### src/hdl/bls_pkg.sv
// Shared widths, codes and the command record for the line stepper.
package bls_pkg;

  localparam int COORD_BITS = 12;
  localparam int STR_BITS   = COORD_BITS + 2;
  localparam int DEC_BITS   = COORD_BITS + 3;

  typedef logic [COORD_BITS-1:0]      coord_t;
  typedef logic [STR_BITS-1:0]        str_inc_t;
  typedef logic signed [DEC_BITS-1:0] dec_t;

  localparam logic MODE_START = 1'b0;
  localparam logic MODE_STEP  = 1'b1;

  // Classified transaction handed from the front end to the back end.
  typedef struct packed {
    logic   is_start;
    logic   steep;
    logic   major_down;
    logic   minor_down;
    coord_t major_start;
    coord_t minor_start;
    coord_t major_end;
    coord_t d_major;
    coord_t d_minor;
  } cmd_t;

  // Queue status seen by the producer and the consumer.
  typedef struct packed {
    logic full;
    logic empty;
  } q_stat_t;

endpackage

### src/hdl/bls_in_if.sv
// Input channel: start / step transactions with valid-ready handshake.
interface bls_in_if
  import bls_pkg::*;
();
  logic   valid;
  logic   ready;
  logic   mode;
  coord_t start_x;
  coord_t start_y;
  coord_t end_x;
  coord_t end_y;

  modport source (output valid, mode, start_x, start_y, end_x, end_y, input ready);
  modport sink   (input valid, mode, start_x, start_y, end_x, end_y, output ready);
endinterface

### src/hdl/bls_out_if.sv
// Result channel: plotted pixel transactions with valid-ready handshake.
interface bls_out_if
  import bls_pkg::*;
();
  logic   valid;
  logic   ready;
  coord_t pixel_x;
  coord_t pixel_y;
  logic   last;

  modport source (output valid, pixel_x, pixel_y, last, input ready);
  modport sink   (input valid, pixel_x, pixel_y, last, output ready);
endinterface

### src/hdl/bresenham_line_stepper.sv
// Top level of the midpoint line stepper: front end, command queue, back end.
//
// Midpoint line rasterizer, one pixel per step transaction, endpoints
// inclusive. A start transaction (mode 0) loads both endpoints and gives no
// pixel; it abandons any line in progress. Each step transaction (mode 1)
// gives the next pixel and flags the final one with last; a step with no line
// in progress is swallowed. Rate: one transaction per clock sustained while
// the output keeps up, set by the back end's single decision add and compare
// per pixel. A two-entry queue sits between the front end (endpoint compare,
// axis swap, abs deltas) and the back end, and an output register parts the
// back end from the result channel, so input is taken while a pixel waits.
module bresenham_line_stepper
  import bls_pkg::*;
(
  input  logic clk,
  input  logic rst_n,
  bls_in_if.sink    in_ch,
  bls_out_if.source out_ch
);

  logic    push, pop;
  cmd_t    push_cmd, head;
  q_stat_t q_stat;

  // classify: endpoint deltas, steepness, directions
  bls_front u_front (
    .in_ch    (in_ch),
    .q_stat   (q_stat),
    .push     (push),
    .push_cmd (push_cmd)
  );

  // decouples classification from stepping
  bls_queue u_queue (
    .clk      (clk),
    .rst_n    (rst_n),
    .push     (push),
    .push_cmd (push_cmd),
    .pop      (pop),
    .head     (head),
    .q_stat   (q_stat)
  );

  // line state and per-pixel stepping
  bls_back u_back (
    .clk    (clk),
    .rst_n  (rst_n),
    .head   (head),
    .q_stat (q_stat),
    .pop    (pop),
    .out_ch (out_ch)
  );

endmodule

### src/hdl/bls_front.sv
// Front end: accepts transactions and classifies them into line commands.
module bls_front
  import bls_pkg::*;
(
  bls_in_if.sink in_ch,
  input  q_stat_t q_stat,
  output logic    push,
  output cmd_t    push_cmd
);

  logic   x_lt, y_lt;
  coord_t adx, ady;
  logic   steep;

  assign x_lt  = in_ch.start_x < in_ch.end_x;
  assign y_lt  = in_ch.start_y < in_ch.end_y;
  assign adx   = x_lt ? (in_ch.end_x - in_ch.start_x) : (in_ch.start_x - in_ch.end_x);
  assign ady   = y_lt ? (in_ch.end_y - in_ch.start_y) : (in_ch.start_y - in_ch.end_y);
  assign steep = ady > adx;

  assign in_ch.ready = !q_stat.full;
  assign push        = in_ch.valid && !q_stat.full;

  always_comb begin
    push_cmd.is_start = (in_ch.mode == MODE_START);
    push_cmd.steep    = steep;
    if (steep) begin
      push_cmd.major_down  = !y_lt;
      push_cmd.minor_down  = !x_lt;
      push_cmd.major_start = in_ch.start_y;
      push_cmd.minor_start = in_ch.start_x;
      push_cmd.major_end   = in_ch.end_y;
      push_cmd.d_major     = ady;
      push_cmd.d_minor     = adx;
    end else begin
      push_cmd.major_down  = !x_lt;
      push_cmd.minor_down  = !y_lt;
      push_cmd.major_start = in_ch.start_x;
      push_cmd.minor_start = in_ch.start_y;
      push_cmd.major_end   = in_ch.end_x;
      push_cmd.d_major     = adx;
      push_cmd.d_minor     = ady;
    end
  end

endmodule

### src/hdl/bls_queue.sv
// Two-entry command queue between front end and back end.
module bls_queue
  import bls_pkg::*;
(
  input  logic    clk,
  input  logic    rst_n,
  input  logic    push,
  input  cmd_t    push_cmd,
  input  logic    pop,
  output cmd_t    head,
  output q_stat_t q_stat
);

  cmd_t       slot_r [2];
  logic       wr_ptr_r, rd_ptr_r;
  logic [1:0] count_r;

  assign q_stat.full  = (count_r == 2'd2);
  assign q_stat.empty = (count_r == 2'd0);
  assign head         = slot_r[rd_ptr_r];

  always_ff @(posedge clk) begin
    if (push) begin
      slot_r[wr_ptr_r] <= push_cmd;
    end
  end

  always_ff @(posedge clk) begin
    if (!rst_n) begin
      wr_ptr_r <= 1'b0;
      rd_ptr_r <= 1'b0;
      count_r  <= 2'd0;
    end else begin
      if (push) wr_ptr_r <= !wr_ptr_r;
      if (pop)  rd_ptr_r <= !rd_ptr_r;
      case ({push, pop})
        2'b10:   count_r <= count_r + 2'd1;
        2'b01:   count_r <= count_r - 2'd1;
        default: count_r <= count_r;
      endcase
    end
  end

endmodule

### src/hdl/bls_back.sv
// Back end: holds the line state, steps the decision value, drives pixels.
module bls_back
  import bls_pkg::*;
(
  input  logic    clk,
  input  logic    rst_n,
  input  cmd_t    head,
  input  q_stat_t q_stat,
  output logic    pop,
  bls_out_if.source out_ch
);

  logic     active_r, steep_r, major_down_r, minor_down_r;
  coord_t   major_pos_r, minor_pos_r, major_end_r;
  dec_t     dec_r;
  str_inc_t str_inc_r;
  dec_t     diag_inc_r;

  logic     out_valid_r, out_last_r;
  coord_t   out_x_r, out_y_r;

  logic     out_free, emit, is_last, go_diag;
  logic signed [COORD_BITS:0] d_diff;

  assign out_free = !out_valid_r || out_ch.ready;
  assign pop      = !q_stat.empty && (head.is_start || out_free);
  assign emit     = pop && !head.is_start && active_r;
  assign is_last  = (major_pos_r == major_end_r);
  assign go_diag  = !(dec_r[DEC_BITS-1] || (dec_r == '0));
  assign d_diff   = $signed({1'b0, head.d_minor}) - $signed({1'b0, head.d_major});

  assign out_ch.valid   = out_valid_r;
  assign out_ch.pixel_x = out_x_r;
  assign out_ch.pixel_y = out_y_r;
  assign out_ch.last    = out_last_r;

  always_ff @(posedge clk) begin
    if (emit) begin
      out_x_r    <= steep_r ? minor_pos_r : major_pos_r;
      out_y_r    <= steep_r ? major_pos_r : minor_pos_r;
      out_last_r <= is_last;
    end
  end

  always_ff @(posedge clk) begin
    if (!rst_n) begin
      out_valid_r  <= 1'b0;
      active_r     <= 1'b0;
      steep_r      <= 1'b0;
      major_down_r <= 1'b0;
      minor_down_r <= 1'b0;
      major_pos_r  <= '0;
      minor_pos_r  <= '0;
      major_end_r  <= '0;
      dec_r        <= '0;
      str_inc_r    <= '0;
      diag_inc_r   <= '0;
    end else begin
      if (emit) begin
        out_valid_r <= 1'b1;
      end else if (out_ch.ready) begin
        out_valid_r <= 1'b0;
      end

      if (pop && head.is_start) begin
        active_r     <= 1'b1;
        steep_r      <= head.steep;
        major_down_r <= head.major_down;
        minor_down_r <= head.minor_down;
        major_pos_r  <= head.major_start;
        minor_pos_r  <= head.minor_start;
        major_end_r  <= head.major_end;
        str_inc_r    <= {1'b0, head.d_minor, 1'b0};
        diag_inc_r   <= {d_diff[COORD_BITS], d_diff, 1'b0};
        dec_r        <= $signed({2'b00, head.d_minor, 1'b0}) -
                        $signed({3'b000, head.d_major});
      end else if (emit) begin
        if (is_last) begin
          active_r <= 1'b0;
        end else begin
          if (go_diag) begin
            minor_pos_r <= minor_down_r ? (minor_pos_r - 1'b1) : (minor_pos_r + 1'b1);
            dec_r       <= dec_r + diag_inc_r;
          end else begin
            dec_r <= dec_r + $signed({1'b0, str_inc_r});
          end
          major_pos_r <= major_down_r ? (major_pos_r - 1'b1) : (major_pos_r + 1'b1);
        end
      end
    end
  end

endmodule

### src/flat_wrapper.sv
// flat-port wrapper written by rule: the top's interface ports become plain ports
module bresenham_line_stepper_flat import bls_pkg::*;
  (clk, rst_n, in_ch_valid, in_ch_mode, in_ch_start_x, in_ch_start_y, in_ch_end_x, in_ch_end_y, in_ch_ready, out_ch_valid, out_ch_pixel_x, out_ch_pixel_y, out_ch_last, out_ch_ready);
  bls_in_if in_ch_i ();
  bls_out_if out_ch_i ();
  input  logic clk;
  input  logic rst_n;
  input wire logic [$bits(in_ch_i.valid)-1:0] in_ch_valid;
  input wire logic [$bits(in_ch_i.mode)-1:0] in_ch_mode;
  input wire logic [$bits(in_ch_i.start_x)-1:0] in_ch_start_x;
  input wire logic [$bits(in_ch_i.start_y)-1:0] in_ch_start_y;
  input wire logic [$bits(in_ch_i.end_x)-1:0] in_ch_end_x;
  input wire logic [$bits(in_ch_i.end_y)-1:0] in_ch_end_y;
  output wire logic [$bits(in_ch_i.ready)-1:0] in_ch_ready;
  output wire logic [$bits(out_ch_i.valid)-1:0] out_ch_valid;
  output wire logic [$bits(out_ch_i.pixel_x)-1:0] out_ch_pixel_x;
  output wire logic [$bits(out_ch_i.pixel_y)-1:0] out_ch_pixel_y;
  output wire logic [$bits(out_ch_i.last)-1:0] out_ch_last;
  input wire logic [$bits(out_ch_i.ready)-1:0] out_ch_ready;
  assign in_ch_i.valid = in_ch_valid;
  assign in_ch_i.mode = in_ch_mode;
  assign in_ch_i.start_x = in_ch_start_x;
  assign in_ch_i.start_y = in_ch_start_y;
  assign in_ch_i.end_x = in_ch_end_x;
  assign in_ch_i.end_y = in_ch_end_y;
  assign in_ch_ready = in_ch_i.ready;
  assign out_ch_valid = out_ch_i.valid;
  assign out_ch_pixel_x = out_ch_i.pixel_x;
  assign out_ch_pixel_y = out_ch_i.pixel_y;
  assign out_ch_last = out_ch_i.last;
  assign out_ch_i.ready = out_ch_ready;
  bresenham_line_stepper u_core (.clk(clk), .rst_n(rst_n), .in_ch(in_ch_i), .out_ch(out_ch_i));
endmodule
### config.mk
export PLATFORM = sky130hd
export DESIGN_NAME = bresenham_line_stepper_flat
export DESIGN_NICKNAME = d
export VERILOG_FILES = /design/src/hdl/bls_pkg.sv /design/src/hdl/bls_in_if.sv /design/src/hdl/bls_out_if.sv /design/src/hdl/bresenham_line_stepper.sv /design/src/hdl/bls_front.sv /design/src/hdl/bls_queue.sv /design/src/hdl/bls_back.sv /design/src/flat_wrapper.sv
export SDC_FILE = /design/constraint.sdc
export NUM_CORES = 1
export LEC_CHECK = 0
export BUFFER_PORTS_ARGS = -buffer_cell sky130_fd_sc_hd__buf_4
export CORE_MARGIN = 2
export CORE_UTILIZATION = 35
export DETAILED_ROUTE_END_ITERATION = 10
export SLEW_MARGIN = 20
export SYNTH_ARGS = -nofsm -noshare
export SYNTH_HDL_FRONTEND = slang
export SYNTH_SLANG_ARGS = --single-unit
### constraint.sdc
create_clock -name clk -period 5.68 [get_ports clk]
set_clock_uncertainty 0.2 [all_clocks]
set_input_delay 0.284 -clock clk [delete_from_list [all_inputs] [get_ports clk]]
set_output_delay 0.284 -clock clk [all_outputs]
set_load 0.005 [all_outputs]
==> results of run 1 <==
==> registers in the layout (all words and copies together), names as in the netlist, 2 cells and up, named ones only <==
signal / flops
u_core.u_back.dec_r: 15
u_core.u_queue.slot_r: 128
u_core.u_back.str_inc_r: 12
u_core.u_back.out_ch.pixel_y: 12
u_core.u_queue.count_r: 2
u_core.u_back.major_pos_r: 12
u_core.u_back.out_ch.pixel_x: 12
u_core.u_back.major_end_r: 12
u_core.u_back.minor_pos_r: 12
u_core.u_back.diag_inc_r: 13
==> per-layer routing <==
metal	up-vias	GRT usage, %	share of wire (%)
li1	5378	-	-
met1	5187	24.8	49
met2	265	27.0	43
met3	64	3.23	5.6
met4	0	4.75	2.4
met5	-	0	0
==> cells in the final DEF (no fill, tap or decap), types with 30 or more instances in the layout <==
| master | instances |
|---|---|
| xor2_1 | 44 |
| dfxtp_1 | 84 |
| nand2_1 | 154 |
| edfxtp_1 | 153 |
| buf_4 | 99 |
| a21o_1 | 30 |
| dlygate4sd3_1 | 48 |
| o21ai_0 | 102 |
| o211a_1 | 30 |
| mux2i_1 | 75 |
| mux2_2 | 63 |
| nor2_1 | 47 |
| inv_1 | 93 |
| ha_1 | 114 |
| xnor2_1 | 35 |
| clkbuf_16 | 32 |
| a21oi_1 | 79 |
==> worst min-delay path, stage by stage <==
cell     delay (ps)
buf_4            80
inv_1            60
o21ai_0         230
==> power groups by stage <==
stage          logic (W)  registers [W]  clock network (W)
6_report         0.00444        0.00286            0.00186
5_1_grt          0.00492        0.00292            0.00197
4_1_cts          0.00428        0.00286            0.00189
3_5_place_dp     0.00418        0.00289                  0
3_3_place_gp     0.00410        0.00288                  0
2_1_floorplan    0.00319        0.00273                  0
==> per-stage QoR <==
stage	instance area, µm²	hold WS, ps
6_report	17300	26.0
3_5_place_dp	15800	258
2_1_floorplan	14700	231
4_1_cts	17200	0.622
3_3_place_gp	15800	250
5_1_grt	17300	27.0
==> cell families after synthesis <==
logic type / count (synthesis) / share of synthesized area (%)
AOI/OAI and AO/OA: 351 / 15.9
and+or+nand+nor: 327 / 10.3
DFF: 239 / 43.1
buffers and inverters: 159 / 4.77
muxes: 139 / 10.1
adders and majority gates: 124 / 11.0
xor gates and xnor gates: 81 / 4.84
==> cell type report <==
| cell class | count | share of cell area, % |
|---|---|---|
| timing repair buffer | 153 | 7.78 |
| clock buffer | 41 | 4.62 |
| tap | 532 | 3.84 |
| sequential | 239 | 36.4 |
| multi-input combinational | 1022 | 44.4 |
| inverter | 94 | 2.03 |
| clock inverter | 13 | 0.873 |
==> what timing repair did <==
action                     CTS  global route
hold buffers                48             0
setup endpoints to repair    0            20
resized for setup            0             9
setup buffers                0             5
hold endpoints to repair    75             0
==> worst min path at each step <==
stage                                              end  depth (start not counted)
after global routing      u_core.u_queue.slot_r[0][34]                          3
after detailed placement    u_core.u_back.str_inc_r[7]                          2
final                     u_core.u_queue.slot_r[1][30]                          3
after CTS                      u_core.u_queue.wr_ptr_r                          4
after global placement      u_core.u_back.str_inc_r[7]                          2
after floorplan           u_core.u_queue.slot_r[0][63]                          1
==> results.sh, run 1 <==
export IMPL_crit_fanout=34
export IMPL_end_kind="flop"
export IMPL_die_x_um=209
export IMPL_syn_area_per_cell_um2=10.3
export IMPL_critical_path_class="input pin to flop"
export IMPL_maxSlewViolCount=0
export IMPL_max_freq_mhz=184
export IMPL_synthCells=1420
export IMPL_synth_area_um2=14700
export IMPL_via_per_inst=5.20
export IMPL_hold_viol_final=0
export IMPL_vias=10894
export IMPL_max_slew_margin_pct=33.5
export IMPL_p_seq_share_pct=31.3
export IMPL_cts_htree_levels=1
export IMPL_n_fill_cell=4014
export IMPL_p_leak_nw=7.46
export IMPL_cap_violations=0
export IMPL_crit_arrival_ps=5540
export IMPL_cts_made_buffers=29
export IMPL_drive_gt1_share_pct=15.4
export IMPL_cp_top_family="buffers and inverters"
export IMPL_wl_per_cell_um=18.3
export IMPL_gp_congestion=0.905
export IMPL_combinationalPowerShare_pct=48.5
export IMPL_synth_area_leader_cell="edfxtp_1"
export IMPL_grt_pass1_wl_um=59900
export IMPL_final_util_pct=42.2
export IMPL_diodes=0
export IMPL_power_internal_w=0.00556
export IMPL_ff_latch_area_um2=6320
export IMPL_min_from="in_ch_end_x[6]"
export IMPL_ir_drop_uv=211
export IMPL_worstPathRequired_ps=5790
export IMPL_power_switching_w=0.00359
export IMPL_port_buffers=79
export IMPL_clock_sinks=239
export IMPL_multi_input_area_um2=7700
export IMPL_r2r_end="u_core.u_back.diag_inc_r[11]"
export IMPL_first_global_vias=10877
export IMPL_grt_start_max_net_pins=90
export IMPL_sw_frac_of_total_pct=39.3
export IMPL_yosysSeqAreaShare_pct=43.1
export IMPL_hold_path_class="input pin to flop"
export IMPL_crit_buf_inv=8
export IMPL_startpoint="in_ch_start_x[0]"
export IMPL_fin_crit_sh_pct=95.6
export IMPL_final_cells=2094
export IMPL_crit_path_start_kind="input pin"
export IMPL_pre_cts_ws_ps=281
export IMPL_initial_core_util_pct=35.7
export IMPL_grt_util_all_layers_pct=17.4
export IMPL_p_clk_share_pct=20.3
export IMPL_drt_iter0_drc=700
export IMPL_tritoncts="yes"
export IMPL_regToRegSetupSlack_ps=1590
export IMPL_clkTransAtPathRegs_ps=60
export IMPL_antenna_found_initial=1
export IMPL_clock_path_buffers=3
export IMPL_root_buffer="clkbuf_16"
export IMPL_tns_ps=0
export IMPL_synthArstFlopShare_pct=0
export IMPL_die_height_um=209
export IMPL_yosysMostFrequentCell="nand2_1"
export IMPL_die_area_um2=43500
export IMPL_core_rowCount=74
export IMPL_synth_top_area_share_pct=31.3
export IMPL_core_area_um2=41100
export IMPL_timing_final_ws_setup_ps=250
export IMPL_drc_errors=0
export IMPL_wl_um=38300
export IMPL_setup_viol=0
export IMPL_synth_edf_count=153
export IMPL_status="finished, final reports clean"
export IMPL_syn_num_nets=1597
export IMPL_synth_seq_cells=239
export IMPL_synth_area_top_cells="edfxtp_1 (31%), dfxtp_1 (12%), ha_1 (9.8%)"
export IMPL_yosys_warnings=0
export IMPL_slowest_delay_ps=600
export IMPL_slowest_stage="dlygate4sd3_1"
export IMPL_synth_common_cells="nand2_1 (154), edfxtp_1 (153), ha_1 (115)"
export IMPL_hpwl_um=27700
export IMPL_ios=80
export IMPL_path_common_cell="a21o_1"
export IMPL_firstDrtPassIters=5
export IMPL_power_density_nw_per_um2=528
export IMPL_cp_endpoint="u_core.u_queue.slot_r[1][26]"
export IMPL_clkLatencyLatePin_ps=570
export IMPL_total_power_w=0.00915
export IMPL_cp_num_cells=25
export IMPL_overflow=0
export IMPL_ys_types=67
export IMPL_period_minus_slack_ps=5430
export IMPL_synthToLayoutAreaGrowth_pct=18.3
export IMPL_worst_pin_slew_ps=998
export IMPL_rr_worst_depth=12
export IMPL_nNetsFinal=1716
export IMPL_ys_flop_type="edfxtp_1"
export IMPL_dp_cells=1984
export IMPL_drtAntennaViolNets=0
(Power assumes the default switching activity.)
==> run 2: changes to the inputs <==
PLACE_DENSITY = 0.54   (was not set)
REMOVE_ABC_BUFFERS = 1   (was not set)
==> run 2 against run 1 <==
  * Sequential share of layout area increased by 0.18 points
  * Largest power group unchanged
  * Power decreased by 2.4%
  * Worst hold slack improved by 2.6 ps
  * Clock-buffer cell count grew 2
  * Non-clock buffer count grew 4
  * Critical path depth shrank 5
  * Critical endpoint is now u_core.u_queue.slot_r[0][47]
  * Maximum frequency fell by 0.15%
  * Clock power shrank 6%
  * Setup slack worse by 7.9 ps
  * Core utilization down 0.21 points
==> results.sh, run 2 (synthesized netlist as in run 1, its figures left out) <==
export IMPL_status="finished, final reports clean"
export IMPL_overflow=0
export IMPL_via_per_inst=5.17
export IMPL_max_slew_margin_pct=36.8
export IMPL_crit_path_start_kind="input pin"
export IMPL_total_power_w=0.00894
export IMPL_clkLatencyLatePin_ps=540
export IMPL_grt_pass1_wl_um=58800
export IMPL_crit_arrival_ps=5520
export IMPL_vias=10838
export IMPL_final_common_cell="nand2_1"
export IMPL_firstDrtPassIters=7
export IMPL_die_x_um=209
export IMPL_grt_start_max_net_pins=90
export IMPL_hold_path_class="input pin to flop"
export IMPL_drtAntennaViolNets=0
export IMPL_largest_reg_flops=128
export IMPL_drive_gt1_share_pct=14.9
export IMPL_setup_viol=0
export IMPL_ios=80
export IMPL_pre_cts_ws_ps=342
export IMPL_fin_crit_sh_pct=95.7
export IMPL_regMostFlops="u_core.u_queue.slot_r"
export IMPL_worst_pin_slew_ps=948
export IMPL_end_kind="flop"
export IMPL_clock_sinks=239
export IMPL_hold_viol_final=0
export IMPL_n_fill_cell=3985
export IMPL_grt_util_all_layers_pct=16.8
export IMPL_critical_path_class="input pin to flop"
export IMPL_synthToLayoutAreaGrowth_pct=17.8
export IMPL_root_buffer="clkbuf_16"
export IMPL_worstPathRequired_ps=5770
export IMPL_clkTransAtPathRegs_ps=60
export IMPL_period_minus_slack_ps=5440
export IMPL_initial_core_util_pct=35.7
export IMPL_max_freq_mhz=184
export IMPL_rr_worst_depth=14
export IMPL_maxSlewViolCount=0
export IMPL_layout_common_cells="nand2_1 (154), edfxtp_1 (153), ha_1 (113)"
export IMPL_reg_top3="u_core.u_queue.slot_r (128), u_core.u_back.dec_r (15), u_core.u_back.diag_inc_r (13)"
export IMPL_timing_final_ws_setup_ps=243
export IMPL_core_rowCount=74
export IMPL_crit_fanout=21
export IMPL_drc_errors=0
export IMPL_whs_ps=28.7
export IMPL_wl_um=37200
export IMPL_tritoncts="yes"
export IMPL_gp_congestion=0.882
export IMPL_port_buffers=79
export IMPL_r2r_start="u_core.u_back.dec_r[2]"
export IMPL_diodes=0
export IMPL_hold_end="u_core.u_queue.slot_r[1][31]"
export IMPL_drt_iter0_drc=706
export IMPL_final_util_pct=42.0
export IMPL_clock_path_buffers=3
export IMPL_nNetsFinal=1719
export IMPL_antenna_found_initial=0
export IMPL_regToRegSetupSlack_ps=1570
export IMPL_die_height_um=209
export IMPL_die_area_um2=43500
export IMPL_p_leak_nw=7.41
export IMPL_hpwl_um=27200
export IMPL_cts_htree_levels=1
export IMPL_cts_made_buffers=28
export IMPL_rsz0062_at_grt="false"
export IMPL_cap_violations=0
export IMPL_worstHoldPathCells=3
export IMPL_r2r_end="u_core.u_back.dec_r[14]"
export IMPL_core_area_um2=41100
export IMPL_power_density_nw_per_um2=518
export IMPL_ir_drop_uv=255
export IMPL_wl_per_cell_um=17.7
export IMPL_first_global_vias=10621
export IMPL_min_from="in_ch_end_x[7]"
## run 2: cell types whose count changed in the layout (fill, tap and decap cells not counted), sizes merged
cell,delta
buf,+5
clkbuf,-1
dlygate4sd3,+2
clkinv,-1
clkinvlp,-1
inv,-2
bufinv,-1
## run 2: area by class of cell
cell class,count,area (µm²),share of cell area [%]
Multi-Input combinational cell,1022,7690,44.6
Sequential cell,239,6320,36.6
Inverter,94,353,2.04
Timing Repair Buffer,157,1350,7.79
Tap cell,532,666,3.86
Clock inverter,8,85.1,0.493
Clock buffer,43,798,4.62
## run 2: stage by stage
stage / setup TNS (ps) / cell area, µm² / instances
final: 0 / 17300 / 2095
after global routing: 0 / 17300 / 2095
after CTS: 0 / 17200 / 2092
after detailed placement: 0 / 15800 / 1991
after global placement: 0 / 15800 / 1991
after floorplan: -169580 / 14300 / 1355
## run 2: routing by layer
layer	wire, µm	share of wire [%]	vias up	track usage (%)
li1	-	-	5396	-
met1	18700	50	5200	24.5
met2	16200	44	189	26.7
met3	1470	4.0	53	2.00
met4	807	2.2	0	4.04
met5	0	0	-	0
## run 2: what timing repair did
| action | 4_1_cts | 5_1_grt |
|---|---|---|
| endpoints found under the hold margin | 75 | 0 |
| resized for setup | 0 | 9 |
| buffers inserted | 0 | 3 |
| endpoints found under the setup margin | 0 | 18 |
| hold buffers | 50 | 0 |
## run 2: report_power, final
group          switching (W)  total (W)  internal, W
Clock               0.000692    0.00174      0.00105
Sequential          0.000308    0.00282      0.00252
Combinational        0.00249    0.00438      0.00189
## run 2: critical path, stage by stage
cell           delay, ps
dlygate4sd3_1        530
buf_4                150
ha_2                 350
a21oi_1              210
nand2_1               90
a211oi_2             280
o2bb2ai_2            180
o21a_1               180
buf_4                170
mux2_2               350
o21ai_1              190
xnor2_1              220
inv_1                 80
ha_1                 330
nand4_1              190
or3_4                440
a21oi_4              190
buf_12               180
mux2_2               340
dlygate4sd3_1        570
## run 2: how the worst max path moves through the flow
stage,from,to
detailed placement,in_ch_start_y[0],u_core.u_queue.slot_r[0][45]
finish,in_ch_start_y[6],u_core.u_queue.slot_r[0][47]
CTS,in_ch_start_y[6],u_core.u_queue.slot_r[1][32]
global route,in_ch_start_y[6],u_core.u_queue.slot_r[0][47]
floorplan,in_ch_start_y[0],u_core.u_queue.slot_r[0][10]
global placement,in_ch_start_y[0],u_core.u_queue.slot_r[0][50]
==> run 3: changes to the inputs <==
ABC_AREA = 1   (was not set)
PLACE_DENSITY = 0.53   (was 0.54)
==> run 3 against run 2 <==
  * Register-to-register slack improved by 470 ps
  * Power rose by 16%
  * Critical path depth rose by 3
  * Cell area rose by 12%
  * Maximum frequency rose by 3.9%
  * Non-clock buffer count fell by 7
==> results.sh, run 3 <==
export IMPL_status="finished, final reports clean"
export IMPL_syn_area_per_cell_um2=7.17
export IMPL_vias=14995
export IMPL_met1_usage_pct=28.7
export IMPL_synth_common_cells="nand2_1 (748), inv_1 (306), nor2_1 (218)"
export IMPL_crit_arrival_ps=5360
export IMPL_port_buffers=79
export IMPL_critical_path_class="input pin to flop"
export IMPL_clkLatencyLatePin_ps=590
export IMPL_fin_crit_sh_pct=92.2
export IMPL_reg_top3="u_core.u_queue.slot_r (128), u_core.u_back.dec_r (15), u_core.u_back.diag_inc_r (13)"
export IMPL_cts_htree_levels=1
export IMPL_setup_viol=0
export IMPL_drtAntennaViolNets=0
export IMPL_synth_top_area_share_pct=27.5
export IMPL_r2r_end="u_core.u_back.dec_r[14]"
export IMPL_met2_usage_pct=33.0
export IMPL_sw_frac_of_total_pct=47.2
export IMPL_clock_sinks=239
export IMPL_worst_pin_slew_ps=1020
export IMPL_grt_start_max_net_pins=73
export IMPL_synthArstFlopShare_pct=0
export IMPL_drc_errors=0
export IMPL_largest_reg_flops=128
export IMPL_synth_area_top_cells="edfxtp_1 (28%), nand2_1 (17%), dfxtp_1 (10%)"
export IMPL_synthToLayoutAreaGrowth_pct=15.6
export IMPL_crit_path_cell_trace="dlygate4sd3_1, buf_4, inv_1, ha_1, inv_1, fa_1, nand3_1, nand3_1, nand2_1, nand3_2, nand2_1, nand2_2, o21ai_0, inv_1, ha_1, a21oi_1, o21ai_0, nand2_1, nand3_1, nand2_2, buf_4, o21ai_0, dlygate4sd3_1"
export IMPL_maxSlewViolCount=0
export IMPL_crit_fanout=52
export IMPL_core_area_um2=47400
export IMPL_grt_use_met3_pct=2.08
export IMPL_firstDrtPassIters=5
export IMPL_die_height_um=222
export IMPL_synth_seq_cells=239
export IMPL_grt_pass1_wl_um=79500
export IMPL_post_cts_buffers=0
export IMPL_combinationalPowerShare_pct=54.7
export IMPL_hold_viol_final=0
export IMPL_end_kind="flop"
export IMPL_startpoint="in_ch_start_x[0]"
export IMPL_max_freq_mhz=191
export IMPL_tritoncts="yes"
export IMPL_root_buffer="clkbuf_16"
export IMPL_clkTransAtPathRegs_ps=60
export IMPL_grt_util_all_layers_pct=20.3
export IMPL_drive_gt1_share_pct=7.94
export IMPL_final_common_cell="nand2_1"
export IMPL_synth_edf_count=153
export IMPL_p_leak_nw=9.30
export IMPL_wl_um=50500
export IMPL_core_rowCount=80
export IMPL_p_seq_share_pct=27.7
export IMPL_yosysSeqAreaShare_pct=37.8
export IMPL_first_global_vias=14396
export IMPL_synthCells=2327
export IMPL_via_per_inst=4.88
export IMPL_synth_area_leader_cell="edfxtp_1"
export IMPL_hold_end="u_core.u_queue.slot_r[1][59]"
export IMPL_crit_buf_inv=7
export IMPL_crit_path_start_kind="input pin"
export IMPL_regToRegSetupSlack_ps=2040
export IMPL_worstHoldPathCells=3
export IMPL_layout_common_cells="nand2_1 (747), inv_1 (306), nor2_1 (216)"
export IMPL_ir_drop_uv=251
export IMPL_slowest_delay_ps=610
export IMPL_nNetsFinal=2609
export IMPL_die_area_um2=49500
export IMPL_diodes=0
export IMPL_die_x_um=222
export IMPL_gp_congestion=0.935
export IMPL_power_density_nw_per_um2=539
export IMPL_cp_top_family="buffers and inverters"
export IMPL_power_internal_w=0.00548
export IMPL_synth_area_um2=16700
export IMPL_tns_ps=0
export IMPL_period_minus_slack_ps=5240
export IMPL_initial_core_util_pct=35.2
export IMPL_rr_worst_depth=14
export IMPL_hpwl_um=38700
export IMPL_overflow=0
export IMPL_yosysMostFrequentCell="nand2_1"
export IMPL_hold_path_class="input pin to flop"
export IMPL_worstPathRequired_ps=5810
export IMPL_wl_per_cell_um=16.4
export IMPL_p_clk_share_pct=17.6
export IMPL_regMostFlops="u_core.u_queue.slot_r"
export IMPL_rsz0062_at_grt="false"
export IMPL_whs_ps=27.8
export IMPL_max_slew_margin_pct=32.1
export IMPL_clock_path_buffers=3
export IMPL_antenna_found_initial=1
export IMPL_cts_made_buffers=29
export IMPL_ios=80
export IMPL_power_switching_w=0.00491
export IMPL_min_from="in_ch_start_x[11]"
export IMPL_yosys_warnings=0
export IMPL_slowest_stage="dlygate4sd3_1"
export IMPL_busiest_layer="met2"
export IMPL_drt_iter0_drc=926
export IMPL_cap_violations=0
export IMPL_ys_types=45
export IMPL_ys_flop_type="edfxtp_1"
-- run 3: cell types whose count changed in the layout (fill, tap and decap cells not counted), sizes merged, moves of 17 or more --
cell / change
and2: -17
nand3: +132
nand4: +20
nand2: +607
xnor2: -26
a21o: -20
inv: +223
nor2: +171
o21ai: +65
o211a: -30
mux2i: -63
or2: +18
mux2: -64
-- run 3: how the worst max path moves through the flow --
| stage | endpoint | slack (ps) | cells past startpoint |
|---|---|---|---|
| after floorplan | u_core.u_queue.slot_r[0][20] | 630 | 22 |
| after global placement | u_core.u_queue.slot_r[0][39] | 1160 | 21 |
| after detailed placement | u_core.u_queue.slot_r[0][43] | 1010 | 21 |
| after CTS | u_core.u_queue.slot_r[1][29] | 590 | 23 |
| after global routing | u_core.u_queue.slot_r[1][27] | 40 | 23 |
| final | u_core.u_queue.slot_r[0][34] | 440 | 23 |
-- run 3: final cells by class --
| type | instances | area (µm²) |
|---|---|---|
| fill | 5013 | 28100 |
| multi-input combinational | 1697 | 8790 |
| sequential | 239 | 6320 |
| timing repair buffer | 150 | 1290 |
| inverter | 315 | 1180 |
| tap | 615 | 769 |
| clock buffer | 32 | 747 |
| clock inverter | 22 | 195 |
-- run 3: routing by layer --
layer	vias up	share of wire, %
met5	-	0
met4	0	2.6
met3	77	4.1
met2	306	45
met1	6882	48
li1	7730	-
-- run 3: power by group through the flow --
stage / clock (W) / combinational [W] / sequential, W
CTS: 0.00188 / 0.00569 / 0.00287
global route: 0.00195 / 0.00651 / 0.00293
detailed placement: 0 / 0.00556 / 0.00290
floorplan: 0 / 0.00389 / 0.00286
finish: 0.00183 / 0.00568 / 0.00288
global placement: 0 / 0.00551 / 0.00289
-- run 3: repair_timing --
item | in CTS | in global routing
hold buffers | 56 | 0
hold endpoints to repair | 98 | 0
resized for setup | 0 | 0
-- run 3: cell families after synthesis --
logic type / count (synthesis) / share of synthesized area [%]
simple gates: 1194 / 29.3
flops: 239 / 37.8
fa+ha+maj: 124 / 9.70
xor+xnor: 45 / 2.36
compound gates: 322 / 10.5
buf+inv: 391 / 9.60
mux: 12 / 0.719
-- run 3: worst reg2reg max path: stages (launching register included) --
cell and delay [ps]:
dfxtp_2 320, buf_4 250, buf_4 350, o21ai_0 850, inv_1 200, ha_1 430
nand2_1 100, nand2_1 60, nand2_1 100, nand2_1 60, nand2_1 50, nand3_1 150
a21oi_1 210, nor2_1 90, a21oi_1 150
-- run 3: through the flow --
stage	worst slack [ps]	instances	utilization [%]	power [W]	area [µm²]
6_report	445	3070	40.7	0.0104	19300
4_1_cts	593	3069	40.6	0.0104	19300
3_3_place_gp	1160	2959	37.5	0.00840	17800
2_1_floorplan	634	2251	-	0.00675	16300
3_5_place_dp	1010	2959	37.5	0.00847	17800
5_1_grt	41.6	3070	40.7	0.0114	19300
